[src/hdl/crc_pkg.sv]
// Shared types and codes for the circle/rectangle overlap pipeline.
// No dependencies; imported by every module of the block.
`default_nettype none

package crc_pkg;

	localparam logic SHAPE_CIRCLE = 1'b0;

	localparam logic [1:0] KIND_CC   = 2'd0;
	localparam logic [1:0] KIND_CR   = 2'd1;
	localparam logic [1:0] KIND_RR   = 2'd2;
	localparam logic [1:0] KIND_NONE = 2'd3;

	typedef struct packed {
		logic       valid;
		logic [1:0] kind;
		logic       rr_hit;
	} ctl_t;

endpackage

`default_nettype wire

[src/hdl/crc_square.sv]
// Two-stage squarer: registered half-width partial products, then their sum.
// No dependencies beyond crc_pkg.
`default_nettype none

module crc_square import crc_pkg::*; #(
	parameter int MW = 35
) (
	input  wire logic            clk,
	input  wire logic [MW-1:0]   mag,
	output logic [2*MW-1:0]      sq_s2
);

	localparam int L = (MW + 1) / 2;
	localparam int H = MW - L;

	logic [L-1:0]     lo;
	logic [H-1:0]     hi;
	logic [2*L-1:0]   ll_s1;
	logic [MW-1:0]    lh_s1;
	logic [2*H-1:0]   hh_s1;

	assign lo = mag[L-1:0];
	assign hi = mag[MW-1:L];

	always_ff @(posedge clk) begin
		ll_s1 <= lo * lo;
		lh_s1 <= lo * hi;
		hh_s1 <= hi * hi;
		sq_s2 <= {{(2*MW-2*L){1'b0}}, ll_s1}
			+ ({{MW{1'b0}}, lh_s1} << (L + 1))
			+ {hh_s1, {(2*L){1'b0}}};
	end

endmodule

`default_nettype wire

[config.mk]
export PLATFORM = sky130hd
export DESIGN_NAME = crc_square
export DESIGN_NICKNAME = d
export VERILOG_FILES = /design/src/hdl/crc_pkg.sv /design/src/hdl/crc_square.sv
export SDC_FILE = /design/constraint.sdc
export NUM_CORES = 2
export LEC_CHECK = 0
export BUFFER_PORTS_ARGS = -buffer_cell sky130_fd_sc_hd__buf_2
export CORE_ASPECT_RATIO = 0.8
export CORE_MARGIN = 5
export CORE_UTILIZATION = 65
export DETAILED_ROUTE_END_ITERATION = 6
export GPL_ROUTABILITY_DRIVEN = 1
export PLACE_DENSITY = 0.88
export SLEW_MARGIN = 20
export SYNTH_ARGS = -nofsm -noshare
export SYNTH_HDL_FRONTEND = slang
export SYNTH_SLANG_ARGS = --single-unit
[constraint.sdc]
create_clock -name clk -period 12.24 [get_ports clk]
set_clock_uncertainty 0.15 [all_clocks]
set_input_delay 1.224 -clock clk [delete_from_list [all_inputs] [get_ports clk]]
set_output_delay 1.224 -clock clk [all_outputs]
set_load 0.02 [all_outputs]
==> results.md <==
* Tmin final at between 8000 and 9000 ps
* Rel. slew slack at about a third
* DP Wirelength at 61,650 um
* R2R Setup Slk at 8890 ps
* Worst Setup Path Type: in2reg
* Final nets at 4,683
* Synth Area per Inst at 9.084 um^2
* Crit-path max cell delay at 590 ps
* Busiest grt layer: met2
* Critical Path, Cell by Cell: buf_2, clkinv_1, nor2_1, inv_1, fa_1, inv_1, fa_1, inv_1, fa_1, inv_1, fa_1, fa_1, inv_1, fa_1, inv_1, ha_1, a21o_1, a21oi_1, o21ai_0, and3b_1, a21oi_1, o21ai_0, a311oi_1, xnor2_1
* Async S/R FF share, synth at 0%
* Min-delay src: ll_s1[8]
* Initial Utilization at 66.02%
* GP Congestion at ~0.96
* Initial antenna violation count at 3
* Number of synthesized flops with an enable pin at 0
* CORE AREA at 49,960 um^2
* Setup crit end kind: flip-flop
* Routed wire length at 78,880 um
* Net Count, Synth at between 4,000 and 5,000
* H-tree Lvls at 4
* Setup Viol. Count Final at 0
* Post-Syn Instances at 3,631
* Synth Flop Type: dfxtp_1
* Vias in the first global route at 25,990
* Placement Rows at 73
* Drt wl/cell at 18.26 um
* Seq cells post-synth at 172
* GR Util met1 at 42.08%
* Critical path arrival at 8380 ps
* Port Buf Inserts at 104
* Pre-antenna DRT Iters at 5
* FMAX at 0.1230 GHz
* Commonest non-fill, non-tap cell in the layout: inv_1
* RR Endpoint: sq_s2[64]
* Sequential share of the synthesized area at 10.44%
* Die H at 211.5 um
* Total negative slack at 0 ps
* Measured slew at the worst slew-check pin at 1004 ps
* Fin. Hold Viols at 0
* Critical path launch point type: primary input
* Reg-to-reg startpoint: lh_s1[4]
* Share of layout cells above drive strength 1 at 4.664%
* Routing usage on met2 at 45.69%
* Clock Path Buffers at 2
* Die area at 55,380 um^2
* Hold EP: sq_s2[8]
* CP required at 12,490 ps
* GRT Util Overall at 29.82%
* Largest net degree at the start of global routing at 38
* Commonest non-fill, non-tap cells in the layout: inv_1 (895), fa_1 (649), nand2_1 (399)
* Post-cts sizing count at 0
* Drt drc at 0
* Syn Std Cell Area at 32,990 um^2
* CTS root buffer: clkbuf_16
* Clock Sinks at between 150 and 200
* Vias at between 20,000 and 25,000
* Number of CTS-inserted buffers at 17
* Area growth from synthesis to layout at 4.521%
* Worst-skew pair later-pin latency at 490 ps
* Number of diodes at 0
* Gr ovfl total at 0
* YS warnings at 0
* Max FO, Critical Path at 28
* # Max-Cap Violations at 0
* Worst Hold Class: reg2reg
* Worst path slowest cell: fa_1
* Number of I/O pins at 106
* Vias per cell at 5.603
* First-pass GRT wire length at 131,500 um
* Unrepaired setup endpoints after global routing: false
* Number of DRC markers in iteration 0 at 2,052
* Die X at 261.9 um
* Post-CTS Hold Fix Bufs at 0
* Yosys cell types at 74
* Outcome: completed
* Worst Hold Depth at 0
* Worst R2R Path Depth at 9
* CTS tree: built
* Period utilization at 66.43%
* Fin. max-slew vios at 0
* Reg clk slew, reported paths at around 70 ps
* Fill count at roughly 3,600
* Global Route met3 Usage at 9.528%
* Post-CTS setup buffer count at 0
* Final ANT Viol Nets at 0
-- critical path: cells and delay by family --
family | cells | cell delay (ps)
xor+xnor | 1 | 160
compound gates | 6 | 1670
simple gates | 2 | 670
fa+ha+maj | 7 | 3120
buf+inv | 8 | 1490
-- per-stage QoR --
stage,utilization (%),instance area [um^2],setup slack [ps],std cells,hold WS [ps]
2_1_floorplan,-,32990,4943,3631,159.6
3_3_place_gp,67.89,33920,4009,4289,161.3
3_5_place_dp,67.89,33920,3825,4289,162.1
4_1_cts,69.01,34480,4295,4320,176.1
5_1_grt,69.01,34480,3721,4320,183.4
6_report,69.01,34480,4109,4320,175.1
-- how the worst max path moves through the flow --
stage,from,endpoint,slack (ps),cells after the start
final,mag[29],hh_s1[32],4110,24
after global routing,mag[29],hh_s1[32],3720,24
after CTS,mag[29],hh_s1[32],4300,24
after detailed placement,mag[8],ll_s1[32],3820,23
after global placement,mag[29],hh_s1[32],4010,24
after floorplan,mag[6],lh_s1[32],4940,23
-- logic make-up (layout without fill, tap and decap cells) --
| logic type | after synthesis | after routing | share of synthesized area, % |
|---|---|---|---|
| xor+xnor | 152 | 152 | 4.036 |
| flops | 172 | 172 | 10.44 |
| simple gates | 890 | 890 | 12.95 |
| other cells | 1 | 1 | 0.01137 |
| mux | 5 | 5 | 0.1593 |
| buf+inv | 1024 | 1038 | 11.66 |
| fa+ha+maj | 1014 | 1014 | 53.23 |
| compound gates | 373 | 373 | 7.503 |
-- per-layer routing --
layer	routed length, um	part of all wire [%]	vias to the layer above
met5	138	0.17	-
met4	1820	2.3	10
met3	9955	13	176
met2	34420	44	1363
met1	32540	41	11720
li1	-	-	10940
-- registers in the layout, summed over array words and instances (netlist names) --
| register | cells |
|---|---|
| ll_s1 | 35 |
| sq_s2 | 69 |
| hh_s1 | 33 |
| lh_s1 | 35 |
-- Yosys cell counts (all sizes together), types with 12 or more instances --
cell	instances	area (um^2)
xor2	47	411.6
clkbuf	127	476.7
xnor2	105	919.6
o21a	12	90.09
nand4	15	93.84
ha	365	4567
nand3	30	150.1
nor2	108	405.4
a21o	57	429.2
inv	895	3359
nand2	399	1498
o21ai	64	324.1
o21bai	17	127.6
a31oi	12	75.07
fa	649	12990
and2	239	1495
a21oi	119	595.6
dfxtp	172	3443
and3	15	96.34
nor3	19	95.09
nor2b	21	131.4
o211ai	20	150.1
-- area by class of cell --
cell class / instances / area (um^2) / area share (%)
well taps: 675 / 844.6 / 2.450
clock inverters: 13 / 128.9 / 0.3738
flip-flops and latches: 172 / 3443 / 9.987
repair buffers: 111 / 573.1 / 1.662
multi-input cells: 2435 / 25690 / 74.53
inverters: 896 / 3363 / 9.755
clock buffers: 18 / 429.2 / 1.245
Power is left out: the tool's default activity adds up to more than one toggle a clock period on the data nets, which glitch-free logic cannot reach.
