--- src/hdl/crc_pkg.sv ---
// Shared types and codes for the circle/rectangle overlap pipeline.
// No dependencies; imported by every module of the block.
`default_nettype none

package crc_pkg;

	localparam logic SHAPE_CIRCLE = 1'b0;

	localparam logic [1:0] KIND_CC   = 2'd0;
	localparam logic [1:0] KIND_CR   = 2'd1;
	localparam logic [1:0] KIND_RR   = 2'd2;
	localparam logic [1:0] KIND_NONE = 2'd3;

	typedef struct packed {
		logic       valid;
		logic [1:0] kind;
		logic       rr_hit;
	} ctl_t;

endpackage

`default_nettype wire

--- src/hdl/crc_setup.sv ---
// Stage 1: role selection, doubled coordinates and box bounds.
// Depends on crc_pkg.
`default_nettype none

module crc_setup import crc_pkg::*; #(
	parameter int W = 32
) (
	input  wire logic                  clk,
	input  wire logic                  arst_n,
	input  wire logic                  in_valid,
	input  wire logic                  pair_eligible,
	input  wire logic                  shape_a,
	input  wire logic [W-1:0]          pos_a_x,
	input  wire logic [W-1:0]          pos_a_z,
	input  wire logic [W-2:0]          size_a_x,
	input  wire logic [W-2:0]          size_a_y,
	input  wire logic                  shape_b,
	input  wire logic [W-1:0]          pos_b_x,
	input  wire logic [W-1:0]          pos_b_z,
	input  wire logic [W-2:0]          size_b_x,
	input  wire logic [W-2:0]          size_b_y,
	output ctl_t                       ctl_s1,
	output logic signed [W+1:0]        px_s1,
	output logic signed [W+1:0]        pz_s1,
	output logic signed [W+1:0]        lox_s1,
	output logic signed [W+1:0]        hix_s1,
	output logic signed [W+1:0]        loz_s1,
	output logic signed [W+1:0]        hiz_s1,
	output logic signed [W+1:0]        la_x_s1,
	output logic signed [W+1:0]        ua_x_s1,
	output logic signed [W+1:0]        la_z_s1,
	output logic signed [W+1:0]        ua_z_s1,
	output logic signed [W+1:0]        lb_x_s1,
	output logic signed [W+1:0]        ub_x_s1,
	output logic signed [W+1:0]        lb_z_s1,
	output logic signed [W+1:0]        ub_z_s1,
	output logic [W:0]                 rd_s1
);

	logic signed [W+1:0] ax2, az2, bx2, bz2;
	logic signed [W+1:0] aw, ah, bw, bh;
	logic signed [W+1:0] cx2, cz2, ox2, oz2, ow, oh;
	logic        [W-2:0] c_r, o_r;
	logic        [W-1:0] r_sum;
	logic                swap, other_circle;
	logic        [1:0]   kind;

	always_comb begin
		ax2 = $signed({pos_a_x[W-1], pos_a_x, 1'b0});
		az2 = $signed({pos_a_z[W-1], pos_a_z, 1'b0});
		bx2 = $signed({pos_b_x[W-1], pos_b_x, 1'b0});
		bz2 = $signed({pos_b_z[W-1], pos_b_z, 1'b0});
		aw  = $signed({3'b000, size_a_x});
		ah  = $signed({3'b000, size_a_y});
		bw  = $signed({3'b000, size_b_x});
		bh  = $signed({3'b000, size_b_y});

		swap         = (shape_a != SHAPE_CIRCLE);
		other_circle = swap ? (shape_a == SHAPE_CIRCLE) : (shape_b == SHAPE_CIRCLE);
		cx2 = swap ? bx2 : ax2;
		cz2 = swap ? bz2 : az2;
		c_r = swap ? size_b_x : size_a_x;
		ox2 = swap ? ax2 : bx2;
		oz2 = swap ? az2 : bz2;
		o_r = swap ? size_a_x : size_b_x;
		ow  = other_circle ? '0 : (swap ? aw : bw);
		oh  = other_circle ? '0 : (swap ? ah : bh);
		r_sum = {1'b0, c_r} + (other_circle ? {1'b0, o_r} : '0);

		priority if (!pair_eligible) begin
			kind = KIND_NONE;
		end else if (shape_a == SHAPE_CIRCLE && shape_b == SHAPE_CIRCLE) begin
			kind = KIND_CC;
		end else if (shape_a == SHAPE_CIRCLE || shape_b == SHAPE_CIRCLE) begin
			kind = KIND_CR;
		end else begin
			kind = KIND_RR;
		end
	end

	always_ff @(posedge clk or negedge arst_n) begin
		if (!arst_n) begin
			ctl_s1 <= '0;
		end else begin
			ctl_s1.valid  <= in_valid;
			ctl_s1.kind   <= kind;
			ctl_s1.rr_hit <= 1'b0;
		end
	end

	always_ff @(posedge clk) begin
		px_s1   <= cx2;
		pz_s1   <= cz2;
		lox_s1  <= ox2 - ow;
		hix_s1  <= ox2 + ow;
		loz_s1  <= oz2 - oh;
		hiz_s1  <= oz2 + oh;
		la_x_s1 <= ax2 - aw;
		ua_x_s1 <= ax2 + aw;
		la_z_s1 <= az2 - ah;
		ua_z_s1 <= az2 + ah;
		lb_x_s1 <= bx2 - bw;
		ub_x_s1 <= bx2 + bw;
		lb_z_s1 <= bz2 - bh;
		ub_z_s1 <= bz2 + bh;
		rd_s1   <= {r_sum, 1'b0};
	end

endmodule

`default_nettype wire

--- config.mk ---
export PLATFORM = sky130hd
export DESIGN_NAME = crc_setup
export DESIGN_NICKNAME = d
export VERILOG_FILES = /design/src/hdl/crc_pkg.sv /design/src/hdl/crc_setup.sv
export SDC_FILE = /design/constraint.sdc
export NUM_CORES = 1
export LEC_CHECK = 0
export BUFFER_PORTS_ARGS = -buffer_cell sky130_fd_sc_hd__buf_4
export CAP_MARGIN = 25
export CORE_AREA = 3 3 303 305
export DETAILED_ROUTE_END_ITERATION = 6
export DIE_AREA = 0 0 306 308
export PLACE_DENSITY = 0.71
export SLEW_MARGIN = 20
export SYNTH_ARGS = -nofsm -noshare
export SYNTH_HDL_FRONTEND = slang
export SYNTH_SLANG_ARGS = --single-unit
--- constraint.sdc ---
create_clock -name clk -period 0.81 [get_ports clk]
set_clock_uncertainty 0.15 [all_clocks]
set_input_delay 0.1215 -clock clk [delete_from_list [all_inputs] [get_ports clk]]
set_output_delay 0.1215 -clock clk [all_outputs]
set_load 0.02 [all_outputs]
==> summary.txt <==
Synth Flop Type - dfxtp_1
min Tclk post-route - 2860 ps
dpl cells - 7305
Min-Delay Endpoint - ua_z_s1[0]
Die Span Y - 308 um
Overall Power - 128 mW
reported max-cap violation count - 0
Worst IR Drop VDD - 2.06 mV
fin nets - 7168
crit path DAT - 3280 ps
CP Capture Type - flip-flop
Core Region - 89600 um^2
non-filler cells, final - 7745
max_slew headroom - 0.433
pwr dens - 2010 nW/um^2
# setup viols final - 964
number of library cell types mapped by synthesis - 102
Pins Over Slew Limit - 0
Post-Syn Area per Cell - 8.36 um^2
Max Root-Sink Buffers - 3
startpoint type of the worst setup path - input pin
gr ovfl total - 0
Post-synth EDFFs - 0
Tot GR Track Use - 0.379
Leak - 30.0 nW
TritonRoute pass-1 iters - 5
Clock transition at path regs - 60 ps
die width - 306 um
cell area after placement - 52400 um^2
vias post-DR - 42882
sequential-to-total area share from yosys stat - 0.288
DRC - 0
fin area - 63500 um^2
die area - 94200 um^2
yosys warns - 0
status - finished with violations
Final Worst Setup Slack - -2050 ps
Clock Root Buffer - clkbuf_16
H-tree levels - 2
CP Max Fanout - 4
failing checks - hold timing, setup timing
final period utilization - 3.53
WL final - 195000 um
crit path launch - size_b_y[1]
critical path cell sequence - buf_8 > buf_6 > mux2i_2 > buf_4 > nor2_4 > ha_4 > fa_2 > a21oi_2 > o21bai_2 > a211oi_2 > buf_4 > o21ai_4 > o21ai_4 > o311ai_2 > a21o_1 > a31o_4 > xor2_1
Final ANT Viol Nets - 0
initial core utilization - 0.390
#FFs+latches synth - 501
Worst Hold Depth - 1
critical path class - input pin to flip-flop
vias in the first global route - 42851
I/O Buffers - 766
Syn Std Cell Area - 34900 um^2
ys async rst share - 0.00599
CTS tree - yes
Worst EP required - 1230 ps
pin count of the biggest net entering global routing - 29
crit path max-delay cell type - fa_2
RSZ-0062 raised after global routing - yes
Setup WS pre-CTS - -2780 ps
Worst Min Path Start - size_a_y[0]
layout cell share with drive strength beyond 1 - 0.520
Mapped Cells - 4178
CTS sink cnt - 501
Final Hold Fails - 197
worst path bufs/invs - 4
layout overhead on the synthesized area - 81.8%
initial antenna violation count - 22
slowest stage delay, CP - 370 ps
gpl congestion - 1.06
worst hold slack - -548 ps
wire per inst - 25.2 um
Fill cells - 6558
Crit path max-delay family - compound AO/OA/AOI/OAI gates
Cell Rows - 110
worst hold path type - input pin to flip-flop
first-pass GRT wire length - 269000 um
IO Count - 771
Worst Tran Pin Value - 841 ps
total CTS buffers - 58
Max Fclk - 0.350 GHz
vias per inst - 5.54
HPWL Detailed - 143000 um
drt first-iter violations - 3119
-- power breakdown --
part	internal, mW	leakage, nW	switching (mW)	total [mW]
Clock	17.2	1.01	12.4	29.6
Combinational	30.1	24.8	34.4	64.5
Sequential	30.3	4.23	3.36	33.7
-- flip-flops by register name, summed over array words and instances, names as in the netlist --
register  cells
hix_s1       34
hiz_s1       34
ua_x_s1      34
ua_z_s1      34
ub_x_s1      34
ub_z_s1      34
la_x_s1      33
la_z_s1      33
lb_x_s1      33
lb_z_s1      33
lox_s1       33
loz_s1       33
px_s1        32
pz_s1        32
rd_s1        32
ctl_s1        3
-- logic make-up after synthesis --
logic type | count (synthesis) | share of synthesized area
AO/OA/AOI/OAI | 1120 | 0.209
AND/OR/NAND/NOR | 1048 | 0.146
buffers and inverters | 565 | 0.0638
flip-flops | 501 | 0.288
adder cells (fa/ha/maj) | 407 | 0.149
XOR/XNOR | 349 | 0.0875
multiplexers | 187 | 0.0578
other | 1 | 0.000107
-- cell type report --
cell class | count | area [um^2] | area share
antenna | 16 | 40.0 | 0.000631
inverter | 371 | 1450 | 0.0228
multi-input combinational | 3115 | 28300 | 0.446
clock inverter | 40 | 500 | 0.00788
timing repair buffer | 2456 | 20000 | 0.316
sequential | 501 | 10000 | 0.158
clock buffer | 70 | 1610 | 0.0254
tap | 1176 | 1470 | 0.0232
-- metrics by stage --
stage	setup TNS (ps)	utilization
floorplan	-685750	-
global placement	-834630	0.585
detailed placement	-845980	0.585
CTS	-799340	0.684
global route	-844650	0.708
finish	-808590	0.708
-- routing by layer --
metal  share of wire  vias to the layer above  track usage  routed length (um)
li1                -                    19147            -                   -
met1            0.36                    20507        0.422               69700
met2            0.46                     2377        0.653               90600
met3           0.099                      829        0.104               19400
met4           0.077                       22        0.220               15100
met5         0.00077                        -            0                 150
-- what timing repair did --
item / CTS / global route
endpoints found under the setup margin: 941 / 963
hold endpoints to repair: 305 / 202
gates resized for setup: 907 / 320
gates cloned: 11 / 2
setup buffers: 192 / 82
pin swaps: 406 / 242
hold buffers: 80 / 11
-- how the worst max path moves through the flow --
stage                       endpoint  slack, ps  cells after the start
after global routing      hiz_s1[31]      -2100                     18
after CTS                  rd_s1[31]      -1790                     17
after detailed placement  loz_s1[31]      -2780                     16
after global placement    lox_s1[32]      -2770                     16
after floorplan           hiz_s1[31]      -2610                     20
final                     hiz_s1[31]      -2050                     17
-- cell usage in the layout (no fill, tap or decap), types with 55 or more instances in the layout --
cell	instances
inv_1	314
ha_4	115
clkbuf_16	63
o21bai_1	88
buf_6	140
buf_4	2166
nor2_1	324
a21o_1	106
xor2_1	67
dlygate4sd3_1	75
nand2_1	156
ha_1	261
a21oi_1	254
mux2_2	111
dfxtp_1	498
xnor2_1	225
a21oi_2	71
nor2b_1	75
mux2i_1	55
o21ai_0	131
-- cells in the mapped netlist, drive strengths merged (9+ instances only) --
cell type / instances / share of area
o21ai: 222 / 0.032
clkbuf: 134 / 0.014
nor4: 31 / 0.0057
nor3: 68 / 0.010
a211oi: 38 / 0.0085
a21o: 106 / 0.023
a21boi: 17 / 0.0037
o41ai: 10 / 0.0027
a31o: 11 / 0.0028
or2: 22 / 0.0039
fa: 13 / 0.0075
xor2: 72 / 0.018
nor2b: 102 / 0.019
and3: 24 / 0.0043
or3: 19 / 0.0035
nand2b: 59 / 0.011
and4: 9 / 0.0023
dfxtp: 498 / 0.29
o21bai: 107 / 0.023
o311ai: 10 / 0.0030
ha: 394 / 0.14
o211ai: 24 / 0.0052
mux2i: 70 / 0.020
a31oi: 37 / 0.0070
mux2: 117 / 0.038
nor2: 406 / 0.044
nand2: 169 / 0.018
or4: 13 / 0.0028
and2: 10 / 0.0018
a21oi: 350 / 0.050
o21a: 43 / 0.0092
nand3: 58 / 0.0083
a41oi: 12 / 0.0040
nand4: 29 / 0.0052
o31ai: 28 / 0.0064
xnor2: 277 / 0.069
a221oi: 13 / 0.0041
buf: 60 / 0.0095
inv: 364 / 0.039
o2111ai: 10 / 0.0025
Power figures use the tool's default switching activity.
