**config.mk**
```make
export PLATFORM = sky130hd
export DESIGN_NAME = crc_span
export DESIGN_NICKNAME = d
export VERILOG_FILES = /design/src/hdl/crc_pkg.sv /design/src/hdl/crc_span.sv
export SDC_FILE = /design/constraint.sdc
export NUM_CORES = 1
export LEC_CHECK = 0
export BUFFER_PORTS_ARGS = -buffer_cell sky130_fd_sc_hd__buf_2
export CAP_MARGIN = 20
export CELL_PAD_IN_SITES_DETAIL_PLACEMENT = 1
export CELL_PAD_IN_SITES_GLOBAL_PLACEMENT = 1
export CORE_MARGIN = 1
export CORE_UTILIZATION = 35
export DETAILED_ROUTE_END_ITERATION = 8
export MAX_ROUTING_LAYER = met4
export PLACE_DENSITY = 0.8
export SKIP_CTS_REPAIR_TIMING = 1
export SLEW_MARGIN = 25
export SYNTH_ARGS = -nofsm -noshare
export SYNTH_HDL_FRONTEND = slang
export SYNTH_SLANG_ARGS = --single-unit
```
**constraint.sdc**
```tcl
create_clock -name clk -period 2.8 [get_ports clk]
set_clock_uncertainty 0.2 [all_clocks]
set_input_delay 0.56 -clock clk [delete_from_list [all_inputs] [get_ports clk]]
set_output_delay 0.56 -clock clk [all_outputs]
set_load 0.1 [all_outputs]
```
**src/hdl/crc_pkg.sv**
```systemverilog
// Shared types and codes for the circle/rectangle overlap pipeline.
// No dependencies; imported by every module of the block.
`default_nettype none

package crc_pkg;

	localparam logic SHAPE_CIRCLE = 1'b0;

	localparam logic [1:0] KIND_CC   = 2'd0;
	localparam logic [1:0] KIND_CR   = 2'd1;
	localparam logic [1:0] KIND_RR   = 2'd2;
	localparam logic [1:0] KIND_NONE = 2'd3;

	typedef struct packed {
		logic       valid;
		logic [1:0] kind;
		logic       rr_hit;
	} ctl_t;

endpackage

`default_nettype wire

```
**src/hdl/crc_span.sv**
```systemverilog
// Stages 2 and 3: clamp to the box, box overlap test, distance magnitudes.
// Depends on crc_pkg.
`default_nettype none

module crc_span import crc_pkg::*; #(
	parameter int W = 32
) (
	input  wire logic                  clk,
	input  wire logic                  arst_n,
	input  wire ctl_t                  ctl_s1,
	input  wire logic signed [W+1:0]   px_s1,
	input  wire logic signed [W+1:0]   pz_s1,
	input  wire logic signed [W+1:0]   lox_s1,
	input  wire logic signed [W+1:0]   hix_s1,
	input  wire logic signed [W+1:0]   loz_s1,
	input  wire logic signed [W+1:0]   hiz_s1,
	input  wire logic signed [W+1:0]   la_x_s1,
	input  wire logic signed [W+1:0]   ua_x_s1,
	input  wire logic signed [W+1:0]   la_z_s1,
	input  wire logic signed [W+1:0]   ua_z_s1,
	input  wire logic signed [W+1:0]   lb_x_s1,
	input  wire logic signed [W+1:0]   ub_x_s1,
	input  wire logic signed [W+1:0]   lb_z_s1,
	input  wire logic signed [W+1:0]   ub_z_s1,
	input  wire logic [W:0]            rd_s1,
	output ctl_t                       ctl_s3,
	output logic [W+2:0]               magx_s3,
	output logic [W+2:0]               magz_s3,
	output logic [W:0]                 rd_s3
);

	ctl_t                ctl_s2;
	logic signed [W+1:0] px_s2, pz_s2, nx_s2, nz_s2;
	logic        [W:0]   rd_s2;
	logic signed [W+1:0] nx, nz;
	logic signed [W+2:0] dxp, dxn, dzp, dzn;
	logic                rr_hit;

	always_comb begin
		nx = (px_s1 <= lox_s1) ? lox_s1 : ((px_s1 >= hix_s1) ? hix_s1 : px_s1);
		nz = (pz_s1 <= loz_s1) ? loz_s1 : ((pz_s1 >= hiz_s1) ? hiz_s1 : pz_s1);
		rr_hit = (la_x_s1 < ub_x_s1) && (lb_x_s1 < ua_x_s1)
			&& (la_z_s1 < ub_z_s1) && (lb_z_s1 < ua_z_s1);
		dxp = {px_s2[W+1], px_s2} - {nx_s2[W+1], nx_s2};
		dxn = {nx_s2[W+1], nx_s2} - {px_s2[W+1], px_s2};
		dzp = {pz_s2[W+1], pz_s2} - {nz_s2[W+1], nz_s2};
		dzn = {nz_s2[W+1], nz_s2} - {pz_s2[W+1], pz_s2};
	end

	always_ff @(posedge clk or negedge arst_n) begin
		if (!arst_n) begin
			ctl_s2 <= '0;
			ctl_s3 <= '0;
		end else begin
			ctl_s2 <= '{valid: ctl_s1.valid, kind: ctl_s1.kind, rr_hit: rr_hit};
			ctl_s3 <= ctl_s2;
		end
	end

	always_ff @(posedge clk) begin
		px_s2   <= px_s1;
		pz_s2   <= pz_s1;
		nx_s2   <= nx;
		nz_s2   <= nz;
		rd_s2   <= rd_s1;
		magx_s3 <= dxp[W+2] ? dxn : dxp;
		magz_s3 <= dzp[W+2] ? dzn : dzp;
		rd_s3   <= rd_s2;
	end

endmodule

`default_nettype wire

```
==> flow_metrics.env, run 1 <==
export IMPL_status="finished with violations"
export IMPL_violations="setup timing"
export IMPL_syn_area_mm2=0.0214
export IMPL_crit_path_end_kind="flip-flop"
export IMPL_synth_cell_types=84
export IMPL_synthArstFlopShare_pct=2.86
export IMPL_p_leak_nw=18.2
export IMPL_max_stage_delay_ps=420
export IMPL_p_per_area_mw_per_mm2=770
export IMPL_cp_max_fo=8
export IMPL_clk_latency_ps=580
export IMPL_pwr_share_clk_pct=19.7
export IMPL_max_cap_violations=0
export IMPL_synthesis_instances=2535
export IMPL_wl_met3_um=7260
export IMPL_ios=622
export IMPL_drt_total_wl_um=117000
export IMPL_hpwl_um=79400
export IMPL_start_util_pct=35.5
export IMPL_rows=90
export IMPL_yosys_area_top_type="dfxtp_1"
export IMPL_clk_pin_slew_worst_paths_ps=70
export IMPL_period_needed_ps=3360
export IMPL_layout_setup_ws_ps=-561
export IMPL_synth_top_area_share_pct=25.4
export IMPL_die_y_um=249
export IMPL_cp_buffers_inverters=5
export IMPL_cp_slowest_cell="nor4_2"
export IMPL_internal_power_w=0.0132
export IMPL_synth_edf_count=0
export IMPL_hp_class="in -> reg"
export IMPL_multi_input_area_mm2=0.0156
export IMPL_stdcell_count=4564
export IMPL_cp_common_cell="buf_12"
export IMPL_route_met2_wl_um=57500
export IMPL_grt_pass1_vias=25200
export IMPL_grt_use_total_pct=30.4
export IMPL_fin_crit_sh_pct=120
export IMPL_crit_arrival_ps=3640
export IMPL_port_buffers=620
export IMPL_final_cell_mix="602 x buf_2, 528 x buf_4, 419 x inv_1"
export IMPL_final_common_cell="buf_2"
export IMPL_ys_warn_count=0
export IMPL_cpLargestDelayFamily="simple AND/OR/NAND/NOR gates"
export IMPL_cts_root_buf="clkbuf_16"
export IMPL_rr_endpoint="magz_s3[3]$_DFF_P_"
export IMPL_finalHoldWorstSlack_ps=13.7
export IMPL_seqCellArea_mm2=0.00567
export IMPL_top_layer_used="met4"
export IMPL_switching_share_pct=49.1
export IMPL_start_kind="flip-flop"
export IMPL_grt_max_degree=33
export IMPL_syn2layout_area_growth_pct=57.8
export IMPL_max_clock_freq_mhz=298
export IMPL_drtIter0Drc=1649
export IMPL_cts_buffers_inserted=36
export IMPL_pwr_share_seq_pct=20.9
export IMPL_layout_drive_gt1_share_pct=42.8
export IMPL_antenna_found_initial=20
export IMPL_tightest_slew_ps=678
export IMPL_syn_nets=3458
export IMPL_whs_endpoint="px_s2[5]$_DFF_P_"
export IMPL_ys_seq_area_share_pct=26.4
export IMPL_drc=0
export IMPL_die_x_um=249
export IMPL_min_from="px_s1[5]"
export IMPL_drt_first_pass_iters=7
export IMPL_final_antenna_net_count=0
export IMPL_syn_mean_instance_area_um2=8.45
export IMPL_rr_worst_depth=15
export IMPL_core_area_mm2=0.0604
export IMPL_routedWlPerCell_um=25.7
export IMPL_holdPathStages=2
export IMPL_ir_drop_mv=0.423
export IMPL_rsz0062_at_grt="true"
export IMPL_nNetsFinal=4663
export IMPL_combPwrFrac_pct=59.4
export IMPL_p_sw_w=0.0128
export IMPL_clock_sinks=280
export IMPL_cts_max_level=2
export IMPL_synth_seq_cells=280
export IMPL_dp_cells=4381
export IMPL_grt_pass1_wl_um=142000
export IMPL_r2r_setup_slack_ps=-560
export IMPL_finalHoldViolCount=0
export IMPL_maxSlewViolCount=0
export IMPL_synthFlopType="dfxtp_1"
export IMPL_wirelength_met1_um=43300
export IMPL_cts_tree="built"
export IMPL_setup_viol=134
export IMPL_dieArea_mm2=0.0622
export IMPL_grt_overflow=0
export IMPL_via_per_inst=5.62
export IMPL_worstSetupPathType="reg -> reg"
export IMPL_synth_area_leaders="dfxtp_1 25%, ha_1 24%, inv_1 7.8%"
export IMPL_clock_path_buffers=3
export IMPL_nFillCells=7074
export IMPL_final_core_util_pct=56.0
export IMPL_slew_headroom_pct=54.5
export IMPL_place_gp_congestion=1.05
export IMPL_crit_chain="inv_1, ha_4, buf_4, nand4_1, nor4_2, o21bai_2, nand2_4, o21ai_4, a31oi_4, buf_6, buf_12, buf_12, a211oi_4, a21oi_2, xor2_1"
export IMPL_r2r_start="pz_s2[5]$_DFF_P_"
export IMPL_cp_required_ps=3080
export IMPL_vias=25600
[power by group through the flow]
| stage | Combinational (W) | Sequential (W) | Clock (W) |
|---|---|---|---|
| CTS | 0.0129 | 0.00532 | 0.00512 |
| global route | 0.0160 | 0.00545 | 0.00533 |
| global placement | 0.0125 | 0.00532 | 0 |
| detailed placement | 0.0128 | 0.00538 | 0 |
| finish | 0.0155 | 0.00543 | 0.00514 |
| floorplan | 0.00453 | 0.00913 | 0 |
[routing by layer]
layer | GRT usage, % | vias to the layer above
met5 | - | -
li1 | - | 11200
met3 | 4.19 | 556
met1 | 34.1 | 12500
met2 | 53.0 | 1356
met4 | 14.4 | 0
[stage by stage]
stage / cell area (um^2) / power (W) / setup slack [ps] / setup TNS, ps
finish: 33800 / 0.0260 / -561 / -37570
global route: 33800 / 0.0267 / -638 / -44670
CTS: 30600 / 0.0234 / -618 / -41630
detailed placement: 29400 / 0.0182 / -908 / -75190
global placement: 29400 / 0.0178 / -727 / -62690
floorplan: 21600 / 0.0137 / -391 / -10620
[flip-flops by register name, summed over array words and instances (netlist names)]
register / cells
magx_s3: 35
magz_s3: 35
nx_s2: 34
nz_s2: 34
px_s2: 34
pz_s2: 34
rd_s2: 33
rd_s3: 33
ctl_s2: 4
ctl_s3: 4
[cell families after synthesis]
group                    count (synthesis)  share of synthesized area [%]
AND/OR/NAND/NOR                        452                           10.5
multiplexers                           133                           6.37
buffers and inverters                  522                           9.66
AO/OA/AOI/OAI                          678                           20.6
adder cells (fa/ha/maj)                408                           24.0
XOR/XNOR                                62                           2.54
flip-flops                             280                           26.4
[final cells by class]
type | instances | area share (%)
inverter | 443 | 4.99
sequential | 280 | 16.8
timing repair buffer | 1246 | 25.3
tap | 782 | 2.90
clock inverter | 23 | 0.874
clock buffer | 41 | 2.84
antenna | 16 | 0.118
multi-input combinational | 1733 | 46.2
[how the worst max path moves through the flow]
stage	to	slack (ps)	start	depth (start not counted)
after CTS	magz_s3[18]$_DFF_P_	-620	pz_s2[3]$_DFF_P_	13
after detailed placement	nz_s2[22]$_DFF_P_	-910	hiz_s1[27]	14
after floorplan	nz_s2[0]$_DFF_P_	-390	hiz_s1[23]	11
after global placement	nz_s2[13]$_DFF_P_	-730	hiz_s1[27]	13
after global routing	magz_s3[27]$_DFF_P_	-640	pz_s2[5]$_DFF_P_	14
final	magz_s3[3]$_DFF_P_	-560	pz_s2[5]$_DFF_P_	15
[cells in the mapped netlist, types with 5 or more instances]
cell and instances:
inv_1 443, ha_1 404, dfxtp_1 272, a21oi_1 204, a21o_1 154, nand2_1 134
mux2i_1 125, o21ai_0 124, nor2_1 96, nand4_1 62, xnor2_1 38, buf_2 33
clkbuf_1 32, nor2b_1 28, nand3_1 25, xor2_1 24, nand2b_1 23, o21a_1 22
o21bai_1 22, a211oi_1 21, nor3_1 19, a31oi_1 15, and3_1 15, o21ai_1 11
o211ai_1 9, a221oi_1 8, buf_4 8, dfrtp_1 8, and4_1 7, nor4_1 7
o31ai_1 7, or3_1 7, a311oi_1 6, nand3b_1 6, o221ai_1 6, a2111oi_0 5
a221o_1 5, and2_1 5, buf_6 5, mux2_2 5, o22ai_1 5, o31a_1 5
or2_2 5
[worst register-to-register path, delay by kind of cell, from the launching register on]
kind | cells | cell delay (ps)
simple gates | 3 | 840
buf+inv | 5 | 720
fa+ha+maj | 1 | 320
flops | 1 | 350
compound gates | 5 | 590
xor+xnor | 1 | 260
Note: power is estimated with default switching activity, not from simulation.
==> inputs of run 2 (changes only) <==
--- a/config.mk
+++ b/config.mk
@@ -9,7 +9,7 @@
 export CAP_MARGIN = 20
 export CELL_PAD_IN_SITES_DETAIL_PLACEMENT = 1
 export CELL_PAD_IN_SITES_GLOBAL_PLACEMENT = 1
-export CORE_MARGIN = 1
+export CORE_MARGIN = 5
 export CORE_UTILIZATION = 35
 export DETAILED_ROUTE_END_ITERATION = 8
 export MAX_ROUTING_LAYER = met4
==> constraint.sdc (replaced) <==
create_clock -name clk -period 2.8 [get_ports clk]
set_clock_uncertainty 0.2 [all_clocks]
set_input_delay 0.56 -clock clk [delete_from_list [all_inputs] [get_ports clk]]
set_output_delay 0.56 -clock clk [all_outputs]
set_load 0.005 [all_outputs]
==> flow_metrics.env, run 2 (same netlist as run 1, synthesis figures left out) <==
export IMPL_nFillCells=7035
export IMPL_p_per_area_mw_per_mm2=659
export IMPL_setup_tns_ps=-48600
export IMPL_grt_pass1_wl_um=146000
export IMPL_layout_drive_gt1_share_pct=42.4
export IMPL_grt_use_total_pct=29.1
export IMPL_slew_headroom_pct=46.1
export IMPL_dp_cells=4403
export IMPL_nNetsFinal=4689
export IMPL_ios=622
export IMPL_stdcell_count=4598
export IMPL_cp_buffers_inverters=3
export IMPL_vias=26000
export IMPL_period_needed_ps=3550
export IMPL_drt_first_pass_iters=5
export IMPL_core_area_mm2=0.0605
export IMPL_cp_slowest_cell="o21ai_0"
export IMPL_rsz0062_at_grt="true"
export IMPL_cp_max_fo=5
export IMPL_layout_setup_ws_ps=-754
export IMPL_clk_latency_ps=570
export IMPL_finalHoldViolCount=0
export IMPL_cts_tree="built"
export IMPL_totalPowerFinal_w=0.0224
export IMPL_grt_pass1_vias=25300
export IMPL_crit_arrival_ps=3830
export IMPL_hpwl_um=84900
export IMPL_setup_viol=135
export IMPL_multi_input_area_mm2=0.0156
export IMPL_place_gp_congestion=0.976
export IMPL_ir_drop_mv=0.394
export IMPL_routedWlPerCell_um=27.6
export IMPL_die_y_um=257
export IMPL_rows=90
export IMPL_cts_root_buf="clkbuf_16"
export IMPL_drtIter0Drc=1751
export IMPL_violations="setup timing"
export IMPL_grtUsageMet2_pct=51.4
export IMPL_start_util_pct=35.4
export IMPL_grt_busiest_layer="met2"
export IMPL_crit_chain="inv_1, ha_1, buf_4, o21a_1, o31a_1, o211ai_1, a21oi_2, o21ai_1, buf_4, o21ai_0, a21oi_1, mux2_2, nor3_2"
export IMPL_hp_class="in -> reg"
export IMPL_status="finished with violations"
export IMPL_grtUsageMet3_pct=5.20
export IMPL_drt_total_wl_um=127000
export IMPL_clock_path_buffers=3
export IMPL_final_core_util_pct=56.2
export IMPL_clock_sinks=280
export IMPL_port_buffers=620
export IMPL_syn2layout_area_growth_pct=58.6
export IMPL_seqCellArea_mm2=0.00568
export IMPL_final_cell_mix="607 x buf_2, 543 x buf_4, 425 x inv_1"
export IMPL_max_cap_violations=0
export IMPL_start_kind="flip-flop"
export IMPL_finalHoldWorstSlack_ps=22.0
export IMPL_cp_common_cell="buf_4"
export IMPL_gr_usage_met1_pct=32.6
export IMPL_drc=0
export IMPL_final_antenna_net_count=0
export IMPL_via_per_inst=5.66
export IMPL_tightest_slew_ps=801
export IMPL_dieArea_mm2=0.0662
export IMPL_die_x_um=257
export IMPL_max_clock_freq_mhz=281
export IMPL_p_leak_nw=18.3
export IMPL_biggestRegsByFlops="magx_s3 (35), magz_s3 (35)"
export IMPL_cts_buffers_inserted=35
export IMPL_fin_crit_sh_pct=127
export IMPL_antenna_found_initial=31
export IMPL_cpLargestDelayFamily="compound AO/OA/AOI/OAI gates"
export IMPL_final_common_cell="buf_2"
export IMPL_worstSetupPathType="reg -> reg"
export IMPL_clk_pin_slew_worst_paths_ps=60
export IMPL_maxSlewViolCount=0
export IMPL_grt_max_degree=33
export IMPL_cp_required_ps=3080
export IMPL_crit_path_end_kind="flip-flop"
export IMPL_grt_overflow=0
export IMPL_cts_max_level=2
export IMPL_max_stage_delay_ps=450
==> run 2: cell types whose count changed in the layout (fill, tap and decap cells not counted), moves of 6 or more <==
cell	change
inv_1	+6
ha_4	-7
o21ai_0	+9
dfxtp_2	-6
diode_2	+11
o21ai_1	-8
ha_1	+9
inv_2	-6
buf_4	+15
==> run 2: final timing paths <==
kind,startpoint,cells after the start,endpoint,slack (ps)
hold / removal,lox_s1[33],3,nx_s2[33]$_DFF_P_,20
max in group asynchronous,arst_n,2,ctl_s3[0]$_DFF_PN0_,2000
min in group asynchronous,arst_n,2,ctl_s3[1]$_DFF_PN0_,210
setup reg to reg,px_s2[3]$_DFF_P_,13,magx_s3[33]$_DFF_P_,-750
setup / recovery,px_s2[3]$_DFF_P_,13,magx_s3[33]$_DFF_P_,-750
hold reg to reg,rd_s2[28]$_DFF_P_,0,rd_s3[28]$_DFF_P_,100
==> run 2: stage by stage <==
step	setup WS (ps)	area (um^2)
finish	-754	34000
global route	-762	34000
CTS	-696	30600
detailed placement	-923	29500
global placement	-723	29500
floorplan	-391	21600
==> run 2: cell type report <==
cell class / count / area share [%]
inverter: 443 / 4.96
multi-input combinational: 1733 / 45.8
clock buffer: 46 / 2.94
sequential: 280 / 16.7
timing repair buffer: 1273 / 26.0
antenna: 27 / 0.199
clock inverter: 14 / 0.464
tap: 782 / 2.88
==> run 2: worst min-delay path, stage by stage <==
cell and delay [ps]:
buf_2 90, nand2_1 40, o21ai_0 60
==> run 2: where the power goes <==
part / switching (W) / internal (W) / total [W] / leakage, nW
Combinational: 0.00649 / 0.00576 / 0.0122 / 15.4
Clock: 0.00205 / 0.00272 / 0.00478 / 0.568
Sequential: 0.000520 / 0.00483 / 0.00535 / 2.39
==> run 2: metal layers <==
layer,vias to the layer above,share of wire (%)
met5,-,0
met4,0,8.1
met3,666,6.9
met2,1485,49
met1,12600,36
li1,11300,-
==> inputs of run 3 (changes only) <==
--- a/config.mk
+++ b/config.mk
@@ -12,8 +12,10 @@
 export CORE_MARGIN = 5
 export CORE_UTILIZATION = 35
 export DETAILED_ROUTE_END_ITERATION = 8
+export GPL_ROUTABILITY_DRIVEN = 0
 export MAX_ROUTING_LAYER = met4
 export PLACE_DENSITY = 0.8
+export RECOVER_POWER = 100
 export SKIP_CTS_REPAIR_TIMING = 1
 export SLEW_MARGIN = 25
 export SYNTH_ARGS = -nofsm -noshare
==> flow_metrics.env, run 3 (same netlist as run 1, synthesis figures left out) <==
export IMPL_status="finished with violations"
export IMPL_violations="setup timing"
export IMPL_clk_latency_ps=560
export IMPL_nNetsFinal=4711
export IMPL_antenna_found_initial=20
export IMPL_cp_required_ps=3050
export IMPL_final_cell_mix="599 x buf_2, 490 x buf_4, 410 x inv_1"
export IMPL_die_y_um=257
export IMPL_cts_buffers_inserted=35
export IMPL_period_needed_ps=3600
export IMPL_fin_area_mm2=0.0347
export IMPL_worstSetupPathType="reg -> reg"
export IMPL_cts_tree="built"
export IMPL_nFillCells=7021
export IMPL_rsz0062_at_grt="true"
export IMPL_clock_path_buffers=3
export IMPL_clk_pin_slew_worst_paths_ps=60
export IMPL_p_per_area_mw_per_mm2=664
export IMPL_finalHoldViolCount=0
export IMPL_totalPowerFinal_w=0.0231
export IMPL_max_cap_violations=0
export IMPL_cp_max_fo=8
export IMPL_combPwrFrac_pct=55.2
export IMPL_drt_total_wl_um=132000
export IMPL_min_from="lox_s1[33]"
export IMPL_crit_arrival_ps=3860
export IMPL_drtIter0Drc=2107
export IMPL_r2r_start="px_s2[27]$_DFF_P_"
export IMPL_drc=0
export IMPL_switching_share_pct=41.0
export IMPL_pwr_share_clk_pct=21.3
export IMPL_internal_power_w=0.0136
export IMPL_grt_max_degree=48
export IMPL_layout_setup_ws_ps=-802
export IMPL_max_clock_freq_mhz=278
export IMPL_drt_first_pass_iters=5
export IMPL_grt_use_total_pct=29.2
export IMPL_tightest_slew_ps=772
export IMPL_slew_headroom_pct=48.0
export IMPL_start_util_pct=35.4
export IMPL_hp_class="in -> reg"
export IMPL_biggestRegsByFlops="magx_s3 (35), magz_s3 (35)"
export IMPL_p_leak_nw=18.3
export IMPL_layout_drive_gt1_share_pct=44.4
export IMPL_fin_crit_sh_pct=129
export IMPL_ios=622
export IMPL_ir_drop_mv=0.408
export IMPL_vias=26700
export IMPL_grt_overflow=0
export IMPL_final_antenna_net_count=0
export IMPL_grt_pass1_vias=26000
export IMPL_placed_cell_area_mm2=0.0295
export IMPL_final_common_cell="buf_2"
export IMPL_rows=90
export IMPL_start_kind="flip-flop"
export IMPL_crit_path_end_kind="flip-flop"
export IMPL_hpwl_um=82100
export IMPL_clock_sinks=280
export IMPL_core_area_mm2=0.0605
export IMPL_setup_viol=136
export IMPL_die_x_um=257
export IMPL_dieArea_mm2=0.0662
export IMPL_via_per_inst=5.79
export IMPL_pwr_share_seq_pct=23.5
export IMPL_maxSlewViolCount=0
export IMPL_cts_root_buf="clkbuf_16"
export IMPL_syn2layout_area_growth_pct=62.1
export IMPL_cts_max_level=2
export IMPL_p_sw_w=0.00945
export IMPL_grt_pass1_wl_um=149000
export IMPL_crit_path_start="px_s2[27]$_DFF_P_"
export IMPL_routedWlPerCell_um=28.6
export IMPL_port_buffers=620
run 3: cell count changes in the layout (fill, tap and decap cells not counted), moves of 14 or more:
| cell | previous run | this run |
|---|---|---|
| clkbuf_1 | 4 | 65 |
| buf_4 | 543 | 490 |
| buf_6 | 39 | 66 |
| a21oi_1 | 155 | 129 |
| dfxtp_1 | 254 | 230 |
| dfxtp_2 | 14 | 36 |
| ha_1 | 361 | 339 |
| ha_4 | 35 | 56 |
| inv_1 | 425 | 410 |
| a21oi_4 | 4 | 18 |
run 3: critical path: stages, from the launching register on:
cell and delay [ps]:
dfxtp_1 420, inv_1 90, ha_1 330, buf_4 180, nand4_1 280, o21a_1 280
o21ai_0 620, nand3_4 160, buf_12 190, buf_6 120, mux2i_4 200, buf_4 180
buf_6 120, xnor2_4 110
run 3: metrics by stage:
stage	cells	worst slack, ps	util (%)	TNS [ps]	hold WS [ps]
final	4609	-802	57.4	-59160	26.5
after floorplan	2535	-391	-	-10620	64.4
after detailed placement	4400	-857	48.8	-78930	113
after global placement	4400	-713	48.8	-66520	110
after global routing	4608	-729	57.4	-61750	11.1
after CTS	4460	-751	50.7	-43960	-371
run 3: power by group through the flow:
stage | Combinational [W] | Sequential [W] | Clock [W]
after floorplan | 0.00453 | 0.00523 | 0
after global placement | 0.00863 | 0.00528 | 0
after detailed placement | 0.00899 | 0.00533 | 0
after CTS | 0.00919 | 0.00526 | 0.00491
after global routing | 0.0131 | 0.00546 | 0.00513
final | 0.0127 | 0.00541 | 0.00491
run 3: path summary, 6_finish.rpt:
path	cells after the start	slack, ps	to
setup / recovery	13	-800	magx_s3[18]$_DFF_P_
hold / removal	3	30	nx_s2[33]$_DFF_P_
setup reg to reg	13	-800	magx_s3[18]$_DFF_P_
hold reg to reg	0	120	rd_s3[0]$_DFF_P_
max in group asynchronous	2	1760	ctl_s2[2]$_DFF_PN0_
min in group asynchronous	2	320	ctl_s3[0]$_DFF_PN0_
run 3: layout make-up:
| cell class | instances | area [um^2] | share of cell area [%] |
|---|---|---|---|
| antenna | 16 | 40.0 | 0.115 |
| clock buffer | 45 | 985 | 2.84 |
| clock inverter | 15 | 213 | 0.613 |
| inverter | 443 | 1690 | 4.87 |
| multi-input combinational | 1733 | 16300 | 47.0 |
| sequential | 280 | 5710 | 16.5 |
| tap | 782 | 978 | 2.82 |
| timing repair buffer | 1295 | 8790 | 25.3 |
run 3: routing by layer:
metal  vias to the layer above  share of wire, %  GRT usage (%)
met5                         -                 0              -
met4                         0               8.4           11.9
met3                       756               7.9           3.95
met2                      1828                49           51.1
met1                     12800                35           33.7
li1                      11300                 -              -
